`src/rtl/vdh_pkg.sv`:
```
`timescale 1ns / 1ps
`default_nettype none
// ----------------------------------------------------------------------------
// Vector dedup hash table package
// Shared payload types, command and status groups, states and codes.
// ----------------------------------------------------------------------------
package vdh_pkg;

  localparam logic       CMD_PUSH   = 1'b0;
  localparam logic       CMD_CLEAR  = 1'b1;
  localparam logic       REG_VECTOR_LENGTH = 1'b0;  // register index, paddr[2]
  localparam logic [6:0] LEN_RESET  = 7'd16;
  localparam logic [31:0] HASH_INIT = 32'h811C_9DC5;

  typedef struct packed {
    logic               cmd;
    logic signed [15:0] element;
  } vdh_in_t;

  typedef struct packed {
    logic [7:0] vector_index;
    logic [7:0] unique_id;
    logic       is_new;
    logic [8:0] distinct_count;
    logic       overflow;
  } vdh_out_t;

  typedef enum logic [2:0] {
    ST_SWEEP,
    ST_IDLE,
    ST_PROBE_RD,
    ST_PROBE_CHK,
    ST_CMP_RD,
    ST_CMP_CHK,
    ST_EMIT
  } vdh_state_t;

  typedef enum logic [1:0] {
    RES_NEW,
    RES_FOUND,
    RES_FULL,
    RES_CAP
  } vdh_kind_t;

  typedef struct packed {
    logic      ready;       // input channel may transfer
    logic      push;        // store one element
    logic      clear;       // zero counters, restart sweep
    logic      sweep_step;  // empty one slot
    logic      probe_rd;    // read slot at probe index
    logic      probe_next;  // advance probe index
    logic      cmp_start;   // restart element compare
    logic      cmp_rd;      // read both rows at compare index
    logic      cmp_next;    // advance compare index
    logic      emit;        // load result register
    vdh_kind_t kind;
  } vdh_cmd_t;

  typedef struct packed {
    logic cfg_wr;
    logic last_elem;
    logic cap_full;
    logic sweep_done;
    logic slot_valid;
    logic tag_hit;
    logic probes_last;
    logic cmp_equal;
    logic cmp_last;
    logic out_free;
  } vdh_stat_t;

endpackage
`default_nettype wire

```
`src/rtl/vdh_ctrl.sv`:
```
`timescale 1ns / 1ps
`default_nettype none
// ----------------------------------------------------------------------------
// Vector dedup controller
// Sequences element intake, table sweep, probing, row compare and result.
// ----------------------------------------------------------------------------
module vdh_ctrl
  import vdh_pkg::*;
(
  input  wire logic      clk,
  input  wire logic      rst,
  input  wire logic      in_valid,
  input  wire logic      in_cmd,
  input  wire vdh_stat_t stat,
  output vdh_cmd_t       cmd
);

  vdh_state_t state, state_next;
  vdh_kind_t  kind, kind_next;

  always_ff @(posedge clk) begin
    if (rst) begin
      state <= ST_SWEEP;
      kind  <= RES_NEW;
    end else begin
      state <= state_next;
      kind  <= kind_next;
    end
  end

  always_comb begin
    state_next = state;
    kind_next  = kind;
    cmd        = '0;
    cmd.kind   = kind;
    case (state)
      ST_SWEEP: begin
        cmd.sweep_step = 1'b1;
        if (stat.sweep_done) state_next = ST_IDLE;
      end
      ST_IDLE: begin
        cmd.ready = 1'b1;
        if (in_valid) begin
          if (in_cmd == CMD_CLEAR) begin
            cmd.clear  = 1'b1;
            state_next = ST_SWEEP;
          end else begin
            cmd.push = 1'b1;
            if (stat.last_elem) begin
              if (stat.cap_full) begin
                kind_next  = RES_CAP;
                state_next = ST_EMIT;
              end else begin
                state_next = ST_PROBE_RD;
              end
            end
          end
        end
      end
      ST_PROBE_RD: begin
        cmd.probe_rd = 1'b1;
        state_next   = ST_PROBE_CHK;
      end
      ST_PROBE_CHK: begin
        if (!stat.slot_valid) begin
          kind_next  = RES_NEW;
          state_next = ST_EMIT;
        end else if (stat.tag_hit) begin
          cmd.cmp_start = 1'b1;
          state_next    = ST_CMP_RD;
        end else if (stat.probes_last) begin
          kind_next  = RES_FULL;
          state_next = ST_EMIT;
        end else begin
          cmd.probe_next = 1'b1;
          state_next     = ST_PROBE_RD;
        end
      end
      ST_CMP_RD: begin
        cmd.cmp_rd = 1'b1;
        state_next = ST_CMP_CHK;
      end
      ST_CMP_CHK: begin
        if (!stat.cmp_equal) begin
          if (stat.probes_last) begin
            kind_next  = RES_FULL;
            state_next = ST_EMIT;
          end else begin
            cmd.probe_next = 1'b1;
            state_next     = ST_PROBE_RD;
          end
        end else if (stat.cmp_last) begin
          kind_next  = RES_FOUND;
          state_next = ST_EMIT;
        end else begin
          cmd.cmp_next = 1'b1;
          state_next   = ST_CMP_RD;
        end
      end
      ST_EMIT: begin
        if (stat.out_free) begin
          cmd.emit   = 1'b1;
          state_next = ST_IDLE;
        end
      end
      default: state_next = ST_SWEEP;
    endcase
    // A length write empties the table whatever the state.
    if (stat.cfg_wr) begin
      cmd        = '0;
      cmd.kind   = kind;
      cmd.clear  = 1'b1;
      state_next = ST_SWEEP;
    end
  end

  a_emit_done: assert property (@(posedge clk) disable iff (rst)
    (state == ST_EMIT && stat.out_free && !stat.cfg_wr) |=> state == ST_IDLE)
    else $error("result not retired from emit");
  a_probe_seq: assert property (@(posedge clk) disable iff (rst)
    (state == ST_PROBE_RD && !stat.cfg_wr) |=> state == ST_PROBE_CHK)
    else $error("probe read not followed by check");
  a_clear_sweep: assert property (@(posedge clk) disable iff (rst)
    cmd.clear |=> state == ST_SWEEP)
    else $error("clear did not start sweep");

endmodule
`default_nettype wire

```
`config.mk`:
```
export PLATFORM = sky130hd
export DESIGN_NAME = vdh_ctrl
export DESIGN_NICKNAME = d
export VERILOG_FILES = /design/src/rtl/vdh_pkg.sv /design/src/rtl/vdh_ctrl.sv
export SDC_FILE = /design/constraint.sdc
export NUM_CORES = 1
export LEC_CHECK = 0
export BUFFER_PORTS_ARGS = -buffer_cell sky130_fd_sc_hd__buf_4
export CORE_AREA = 2 2 39 41
export CTS_BUF_LIST = sky130_fd_sc_hd__clkbuf_8
export DETAILED_ROUTE_END_ITERATION = 12
export DIE_AREA = 0 0 41 43
export MAX_ROUTING_LAYER = met4
export PLACE_DENSITY = 0.73
export SYNTH_ARGS = -nofsm -noshare
export SYNTH_HDL_FRONTEND = slang
export SYNTH_SLANG_ARGS = --single-unit
```
`constraint.sdc`:
```
create_clock -name clk -period 3.3 [get_ports clk]
set_input_delay 0.33 -clock clk [delete_from_list [all_inputs] [get_ports clk]]
set_output_delay 0.33 -clock clk [all_outputs]
set_load 0.01 [all_outputs]
```
# Word level (Yosys, flattened, before mapping)
# Index checks and enable logic that the tools add are counted.
# op_classes
n_reduce_logical	5
mux	42
n_eq_ne	15
# op_table
operator	count
$mux 3	11
$mux 2	12
$pmux 3 s7	1
$mux 1	15
$mux 12	1
$ne 2x2->1 const B	6
$eq 3x3->1 const B	3
$ne 3x3->1 const B	3
$reduce_and 7->1	1
$eq 3x2->1 const B	2
$pmux 2 s3	1
$reduce_and 4->1	1
$eq 3x1->1 const B	1
$logic_not 3->1	1
$reduce_bool 3->1	1
$pmux 1 s2	1
$reduce_or 2->1	1
# totals
word_cells	64
in_bits	14
register_bits	5
output_inout_bits	12

# Logic depth before layout (Yosys ltp)
# Gate-level depths: netlist of run 1.
# depth
ltp_word	5
mapped_depth	5
ltp_nobuf	4

# Worst setup path before layout of run 1
# Ideal clock, no wire load.
# synth_path
path_type	register to output
start	register state[1]
end	output port cmd[5] (netlist name)
arrival_ns	1.209
path_buffers	0
setup_slack_ns	1.761
required_ns	2.970
path_stages_with_launch	3
cell_sequence	dfxtp_1 > or2b_2 > nor4b_1
# synth_rtl
element	line_no	rtl
start, declared	vdh_ctrl.sv:18	vdh_state_t state, state_next;
start signal, assigned	vdh_ctrl.sv:26	state <= state_next;
end, declared	vdh_ctrl.sv:15	output vdh_cmd_t cmd

==> flow_summary_export.csv, run 1 <==
group,metric,value,unit
floorplanning,initial_core_util,37.3,%
clock_network,cts_resized,0,
floorplanning,dieHeight,43,um
floorplanning,die_x,41,um
yosys,syn_inst,67,
pwr,vdd_ir_drop_max,0.000302,V
yosys,yosysTopAreaCell,"dfxtp_1",
grt,grt_use_total,17.0,%
floorplanning,io_pins,26,
worst_setup_path,ff2ff_path_depth,4,
outcome,status,"completed",
yosys,netlist_area,517,um^2
sta,rsz0062_at_grt,"no",
worst_setup_path,worstPathMaxFanout,14,
yosys,synth_area_per_cell,7.71,um^2
sta,maxSlewViolCount,0,
pwr,p_leak,0.326,nW
floorplanning,fp-row-count,14,
yosys,synth_cell_types,36,
clock_network,cts_htree_levels,1,
floorplanning,die_area,0.00176,mm^2
clock_network,clk_latency,0.22,ns
sta,fmax,502,MHz
routing,wl_per_cell,12.3,um
clock_network,clock_sinks,5,
placed_design,dp_hpwl,1030,um
routing,via_per_inst,5.52,
grt,antenna_found_initial,0,
layout,layout_commonest_cell,"buf_4",
sta,period_needed,1.99,ns
layout,antenna_cells,0,
clock_network,cts_buffers,3,
yosys,synth_edf_count,0,
clock_network,cts_root_buf,"clkbuf_8",
yosys,ys_ff_latch,5,
yosys,ys_top_cells_by_area,"dfxtp_1 (19%), nand2b_1 (6.1%), a21oi_1 (5.8%), nor3_1 (4.8%), nor4b_1 (3.4%)",
grt,overflow,0,
placed_design,gp_congestion,0.859,
routing,drtIter0Drc,15,
yosys,synth_top_area_share,19.4,%
grt,first_global_vias,492,
sta,period_share,60.4,%
layout,final_layout_size_suffix_gt1_share,38.0,%
layout,layout_common_cells,"buf_4 (25), a21oi_1 (6)",
worst_setup_path,worstPathArrival,1.66,ns
clock_network,path_clk_slew,0.03,ns
yosys,ys_warn_count,0,
layout,syn_to_final_growth,43.8,%
worst_setup_path,crit_type,"reg -> out",
yosys,synth_fp_nets,81,
sta,finalSetupViolCount,0,
routing,drtAntennaViolNets,0,
grt,grt_pass1_wl,2010,um
layout,layout.nets,107,
sta,tns,0,ns
sta,slew_headroom,65.4,%
worst_setup_path,cp.required,2.97,ns
routing,vias,596,
clock_network,cts_setup_buffers,0,
run,drv_cap,0,
yosys,synth-main-ff-cell,"dfxtp_1",
routing,drtPass1Iterations,4,
sta,fin_worst_skew,0.00140,ns
placed_design,port_buffers,25,
min_path,hold_depth,2,
clock_network,clk_path_buf_depth,2,
floorplanning,core,0.00138,mm^2
sta,hold_viol,0,
clock_network,cts_tree,"done",
grt,grt_start_max_net_pins,18,
routing,post-route-drc-count,0,
sta,tightest_slew,0.519,ns
yosys,synth.yosys.seq_area_share,19.4,%
worst_setup_path,worstSetupStartpointType,"flop",
worst_setup_path,cp-end-kind,"output port",
routing,wl,1330,um
yosys,async_flop_share,0,%
min_path,hold_class,"in -> reg",
pwr,power.density,322,mW/mm^2
pwr,total_power,0.239,mW
clock_network,holdBufCountCts,0,
-- cell type report --
type | count | area [um^2]
fill | 153 | 641
multi-input combinational | 54 | 375
timing repair buffer | 25 | 188
sequential | 5 | 100
clock buffer | 3 | 41.3
tap | 16 | 20.0
inverter | 4 | 15.0
clock inverter | 1 | 3.75
-- logic make-up (layout without fill, tap and decap cells) --
| kind of cell | Yosys count | in the layout | share of synthesized area (%) |
|---|---|---|---|
| and+or+nand+nor | 31 | 31 | 41.2 |
| AOI/OAI and AO/OA | 22 | 22 | 29.3 |
| buffers and inverters | 8 | 33 | 7.99 |
| DFF | 5 | 5 | 19.4 |
| muxes | 1 | 1 | 2.18 |
-- path summary, 6_finish.rpt --
kind | slack (ns) | start | end
setup / recovery | 1.31 | state[1] | cmd[5]
hold / removal | 0.29 | rst | kind[0]
hold reg to reg | 0.52 | kind[0] | kind[0]
setup reg to reg | 1.71 | state[2] | kind[0]
-- Yosys cell counts (2+ instances only) --
library cell	count
a21oi_1	6
nor4b_1	2
nand2b_1	5
o21bai_1	2
dfxtp_1	5
o22ai_1	2
a31oi_1	2
nor2b_1	2
inv_1	4
nor3_1	5
nand2_1	4
o21ai_0	3
clkbuf_1	2
-- power by group --
| group | total [mW] | leakage [nW] | internal [mW] | switching [mW] |
|---|---|---|---|---|
| sequential | 0.0736 | 0.0407 | 0.0638 | 0.00977 |
| clock | 0.107 | 0.0269 | 0.0795 | 0.0272 |
| combinational | 0.0589 | 0.259 | 0.0319 | 0.0270 |
-- through the flow --
stage | instance area (um^2) | util [%] | setup WS (ns) | hold WS, ns | cells
after floorplan | 517 | - | 1.76 | 0.402 | 67
after global placement | 698 | 50.5 | 1.58 | 0.514 | 104
after detailed placement | 698 | 50.5 | 1.53 | 0.512 | 104
after CTS | 743 | 53.7 | 1.30 | 0.285 | 108
after global routing | 743 | 53.7 | 1.19 | 0.288 | 108
final | 743 | 53.7 | 1.31 | 0.289 | 108
-- sequential cells by signal (all words and copies together) (netlist names) --
signal and cells:
state 3, kind 2
-- critical path: stages, from the launching register on --
cell	delay (ns)
dfxtp_1	0.58
or2b_2	0.40
nor4b_1	0.30
buf_4	0.17
-- routing by layer --
metal	global-route usage [%]	routed length (um)	vias to the layer above
li1	-	-	308
met1	22.5	635	262
met2	24.1	575	26
met3	6.28	119	0
met4	4.00	0	0
met5	-	0	-
Note: power is estimated with default switching activity, not from simulation.
==> inputs of run 2 (changes only) <==
- PLACE_DENSITY: 0.73 -> 0.75
- clock period: 3.3 -> 1.7 ns (I/O delays scaled with it)
==> flow_summary_export.csv, run 2 (synthesis results as in run 1) <==
group,metric,value,unit
outcome,status,"completed",
placed_design,gp_congestion,0.815,
routing,routed.top_layer,"met4",
routing,vias,604,
run,drv_cap,0,
clock_network,cts_root_buf,"clkbuf_8",
clock_network,clk_latency,0.23,ns
clock_network,clock_sinks,5,
grt,grt_use_total,19.1,%
routing,wl_met1,630,um
routing,via_per_inst,5.49,
sta,slew_headroom,79.3,%
sta,fmax,615,MHz
placed_design,dp_hpwl,1110,um
grt,antenna_found_initial,0,
routing,wl_met3,145,um
routing,wl_per_cell,13.2,um
clock_network,path_clk_slew,0.04,ns
floorplanning,die_area,0.00176,mm^2
worst_setup_path,rrSetupSlack,0.30,ns
clock_network,cts_buffers,3,
sta,setup_ws,0.0742,ns
sta,rsz0062_at_grt,"no",
worst_setup_path,cp-endpoint,"cmd[5]",
placed_design,place_area,713,um^2
layout,layout_commonest_cell,"buf_4",
floorplanning,core,0.00138,mm^2
floorplanning,die_x,41,um
worst_setup_path,ff2ff_path_depth,4,
clock_network,clk_path_buf_depth,2,
grt,grt_start_max_net_pins,16,
worst_setup_path,crit_type,"reg -> out",
layout,largest_register_ffs,3,
sta,period_needed,1.63,ns
worst_setup_path,worstSetupStartpointType,"flop",
layout,final_layout_size_suffix_gt1_share,41.5,%
worst_setup_path,crit_path_start,"state[2]",
worst_setup_path,cp.required,1.53,ns
clock_network,cts_tree,"done",
placed_design,port_buffers,25,
layout,reg_top3,"state (3), kind (2)",
floorplanning,dieHeight,43,um
layout,layout.nets,109,
sta,period_share,95.6,%
layout,regMostFlops,"state",
layout,antenna_cells,0,
grt,grt_pass1_wl,2280,um
routing,drtPass1Iterations,4,
sta,hold_viol,0,
sta,tightest_slew,0.310,ns
routing,drtAntennaViolNets,0,
pwr,p_leak,0.338,nW
worst_setup_path,regToRegEndpoint,"kind[0]",
sta,fin_worst_skew,0.00498,ns
sta,tns,0,ns
grt,overflow,0,
pwr,power.density,630,mW/mm^2
routing,drtIter0Drc,10,
grt,first_global_vias,540,
layout,layout_common_cells,"buf_4 (27), a21oi_1 (6), nor3_1 (5), inv_1 (5), nand2b_1 (5)",
sta,maxSlewViolCount,0,
worst_setup_path,worstPathArrival,1.46,ns
routing,wl,1450,um
worst_setup_path,reg2reg_from,"state[2]",
pwr,vdd_ir_drop_max,0.000624,V
layout,syn_to_final_growth,47.2,%
layout,stdcell_area,761,um^2
placed_design,pre_cts_slack,0.150,ns
worst_setup_path,cp-end-kind,"output port",
worst_setup_path,worstPathMaxFanout,15,
floorplanning,io_pins,26,
routing,post-route-drc-count,0,
sta,finalSetupViolCount,0,
min_path,hold_class,"in -> reg",
routing,met2WireLength,645,um
clock_network,cts_htree_levels,1,
floorplanning,fp-row-count,14,
floorplanning,initial_core_util,37.3,%
## run 2: changes by cell type in the layout (fill, tap and decap cells not counted)
cell / previous run / this run
buf_4: 25 / 27
dfxtp_2: 0 / 2
dfxtp_1: 5 / 3
## run 2: how the worst min path moves through the flow
stage                     slack (ns)       to  cells after the start  from
after global placement          0.35  kind[0]                      2   rst
after global routing            0.14  kind[0]                      2   rst
after floorplan                 0.24  kind[0]                      1   rst
after detailed placement        0.35  kind[0]                      2   rst
final                           0.13  kind[0]                      2   rst
after CTS                       0.13  kind[0]                      2   rst
## run 2: layout make-up
type	instances	area (um^2)
Inverter	4	15.0
Clock inverter	1	3.75
Fill cell	137	623
Clock buffer	3	41.3
Multi-Input combinational cell	54	375
Timing Repair Buffer	27	203
Sequential cell	5	103
Tap cell	16	20.0
## run 2: metrics by stage
step,hold WS [ns],power [mW],util [%],cells
final,0.125,0.480,55.0,110
after global routing,0.135,0.506,55.0,110
after CTS,0.127,0.481,54.9,110
after detailed placement,0.352,0.263,51.5,106
after global placement,0.349,0.261,51.5,106
after floorplan,0.242,0.208,-,67
## run 2: repair_timing
action                                  CTS  global route
setup buffers                             0             0
gates resized for setup                   1             1
hold buffers                              0             0
endpoints found under the setup margin    2             1
## run 2: metal layers
layer,track usage [%],vias up
met5,-,-
met4,6.00,0
met3,4.71,5
met2,28.1,27
met1,24.9,258
li1,-,314
## run 2: power by group
part           total (mW)  internal, mW  switching (mW)  leakage (nW)
Sequential          0.138         0.125          0.0130        0.0416
Clock               0.217         0.155          0.0616        0.0269
Combinational       0.125        0.0656          0.0597         0.270
Total               0.480         0.345           0.134         0.338
## run 2: critical path: stages (launching register included)
cell and delay [ns]:
dfxtp_2 0.39, or2b_2 0.37, nor4b_1 0.30, buf_4 0.17
==> inputs of run 3 (changes only) <==
- PLACE_DENSITY: 0.75 -> 0.76
==> flow_summary_export.csv, run 3 (synthesis results as in run 1) <==
group,metric,value,unit
sta,tns,0,ns
placed_design,gp_congestion,0.836,
sta,fmax,615,MHz
clock_network,cts_buffers,3,
floorplanning,io_pins,26,
worst_setup_path,regToRegEndpoint,"state[0]",
pwr,total_power,0.472,mW
pwr,p_leak,0.338,nW
floorplanning,die_x,41,um
worst_setup_path,cp-endpoint,"cmd[5]",
grt,grt_use_total,17.8,%
routing,wl,1410,um
sta,finalSetupViolCount,0,
layout,layout.cells.non_filler,110,
floorplanning,dieHeight,43,um
layout,final_layout_size_suffix_gt1_share,40.4,%
grt,first_global_vias,532,
grt,top_usage_layer,"met2",
grt,overflow,0,
routing,drtAntennaViolNets,0,
worst_setup_path,ff2ff_path_depth,4,
routing,via_per_inst,5.56,
grt,antenna_found_initial,0,
layout,largest_register_ffs,3,
routing,drtIter0Drc,16,
layout,layout.nets,109,
placed_design,dp_hpwl,1090,um
routing,wl_per_cell,12.8,um
sta,period_share,95.7,%
grt,grt_pass1_wl,2140,um
routing,post-route-drc-count,0,
layout,regMostFlops,"state",
worst_setup_path,reg2reg_from,"state[1]",
sta,maxSlewViolCount,0,
worst_setup_path,worstPathMaxFanout,15,
floorplanning,initial_core_util,37.3,%
worst_setup_path,cp.required,1.53,ns
placed_design,placed_cells,106,
sta,tightest_slew,0.306,ns
grt,grt_start_max_net_pins,16,
worst_setup_path,crit_path_start,"state[2]",
pwr,power.density,622,mW/mm^2
clock_network,cts_root_buf,"clkbuf_8",
worst_setup_path,cp-end-kind,"output port",
placed_design,pre_cts_slack,0.148,ns
layout,layout_common_cells,"buf_4 (27), a21oi_1 (6), nor3_1 (5), inv_1 (5), nand2b_1 (5)",
clock_network,path_clk_slew,0.03,ns
clock_network,cts_tree,"done",
sta,fin_worst_skew,0.000802,ns
layout,syn_to_final_growth,47.0,%
clock_network,clk_latency,0.22,ns
clock_network,clock_sinks,5,
clock_network,clk_path_buf_depth,2,
sta,slew_headroom,79.5,%
worst_setup_path,worstPathArrival,1.46,ns
worst_setup_path,worstSetupStartpointType,"flop",
clock_network,cts_htree_levels,1,
sta,period_needed,1.63,ns
floorplanning,core,0.00138,mm^2
placed_design,port_buffers,25,
floorplanning,die_area,0.00176,mm^2
grt,gr-usage-met1,21.5,%
outcome,status,"completed",
routing,drtPass1Iterations,4,
layout,layout_commonest_cell,"buf_4",
run,drv_cap,0,
layout,antenna_cells,0,
sta,hold_viol,0,
worst_setup_path,rrSetupSlack,0.27,ns
grt,gr-usage-met3,6.28,%
grt,use_met2,27.5,%
layout,reg_top3,"state (3), kind (2)",
pwr,vdd_ir_drop_max,0.000741,V
worst_setup_path,crit_type,"reg -> out",
sta,setup_ws,0.0733,ns
sta,rsz0062_at_grt,"no",
min_path,hold_class,"in -> reg",
floorplanning,fp-row-count,14,
routing,vias,612,
-- run 3: cell counts in the layout (fill, tap and decap cells not counted) --
No cell type changed its count.
-- run 3: how the worst min path moves through the flow --
stage          start       to  cells after the start
4_1_cts          rst  kind[0]                      2
5_1_grt          rst  kind[0]                      2
6_report         rst  kind[0]                      2
3_3_place_gp     rst  kind[0]                      2
2_1_floorplan    rst  kind[0]                      1
3_5_place_dp     rst  kind[0]                      2
-- run 3: worst max-delay path, stage by stage (launching register included) --
cell and delay [ns]:
dfxtp_2 0.39, or2b_2 0.38, nor4b_1 0.30, buf_4 0.17
-- run 3: through the flow --
stage / hold WS [ns] / utilization, % / instance area, um^2
finish: 0.129 / 54.9 / 759
global route: 0.127 / 54.9 / 759
CTS: 0.128 / 54.9 / 759
detailed placement: 0.354 / 51.5 / 713
global placement: 0.350 / 51.5 / 713
floorplan: 0.242 / - / 517
-- run 3: final cells by class --
class	instances	area, um^2
fillers	144	624
multi-input cells	54	375
repair buffers	27	203
flip-flops and latches	5	101
clock buffers	3	41.3
well taps	16	20.0
inverters	4	15.0
clock inverters	1	3.75
-- run 3: metal layers --
metal / part of all wire (%) / up-vias
met5: 0 / -
met4: 0 / 0
met3: 7.4 / 0
met2: 48 / 25
met1: 44 / 279
li1: - / 308
-- run 3: power by group --
part           internal (mW)  total, mW  switching [mW]
Combinational         0.0657      0.127          0.0618
Sequential             0.124      0.135          0.0104
Clock                  0.155      0.210          0.0556
Total                  0.344      0.472           0.128
-- run 3: timing repair --
item,4_1_cts,5_1_grt
buffers inserted,0,0
resized for setup,1,0
hold buffers,0,0
setup endpoints to repair,2,0
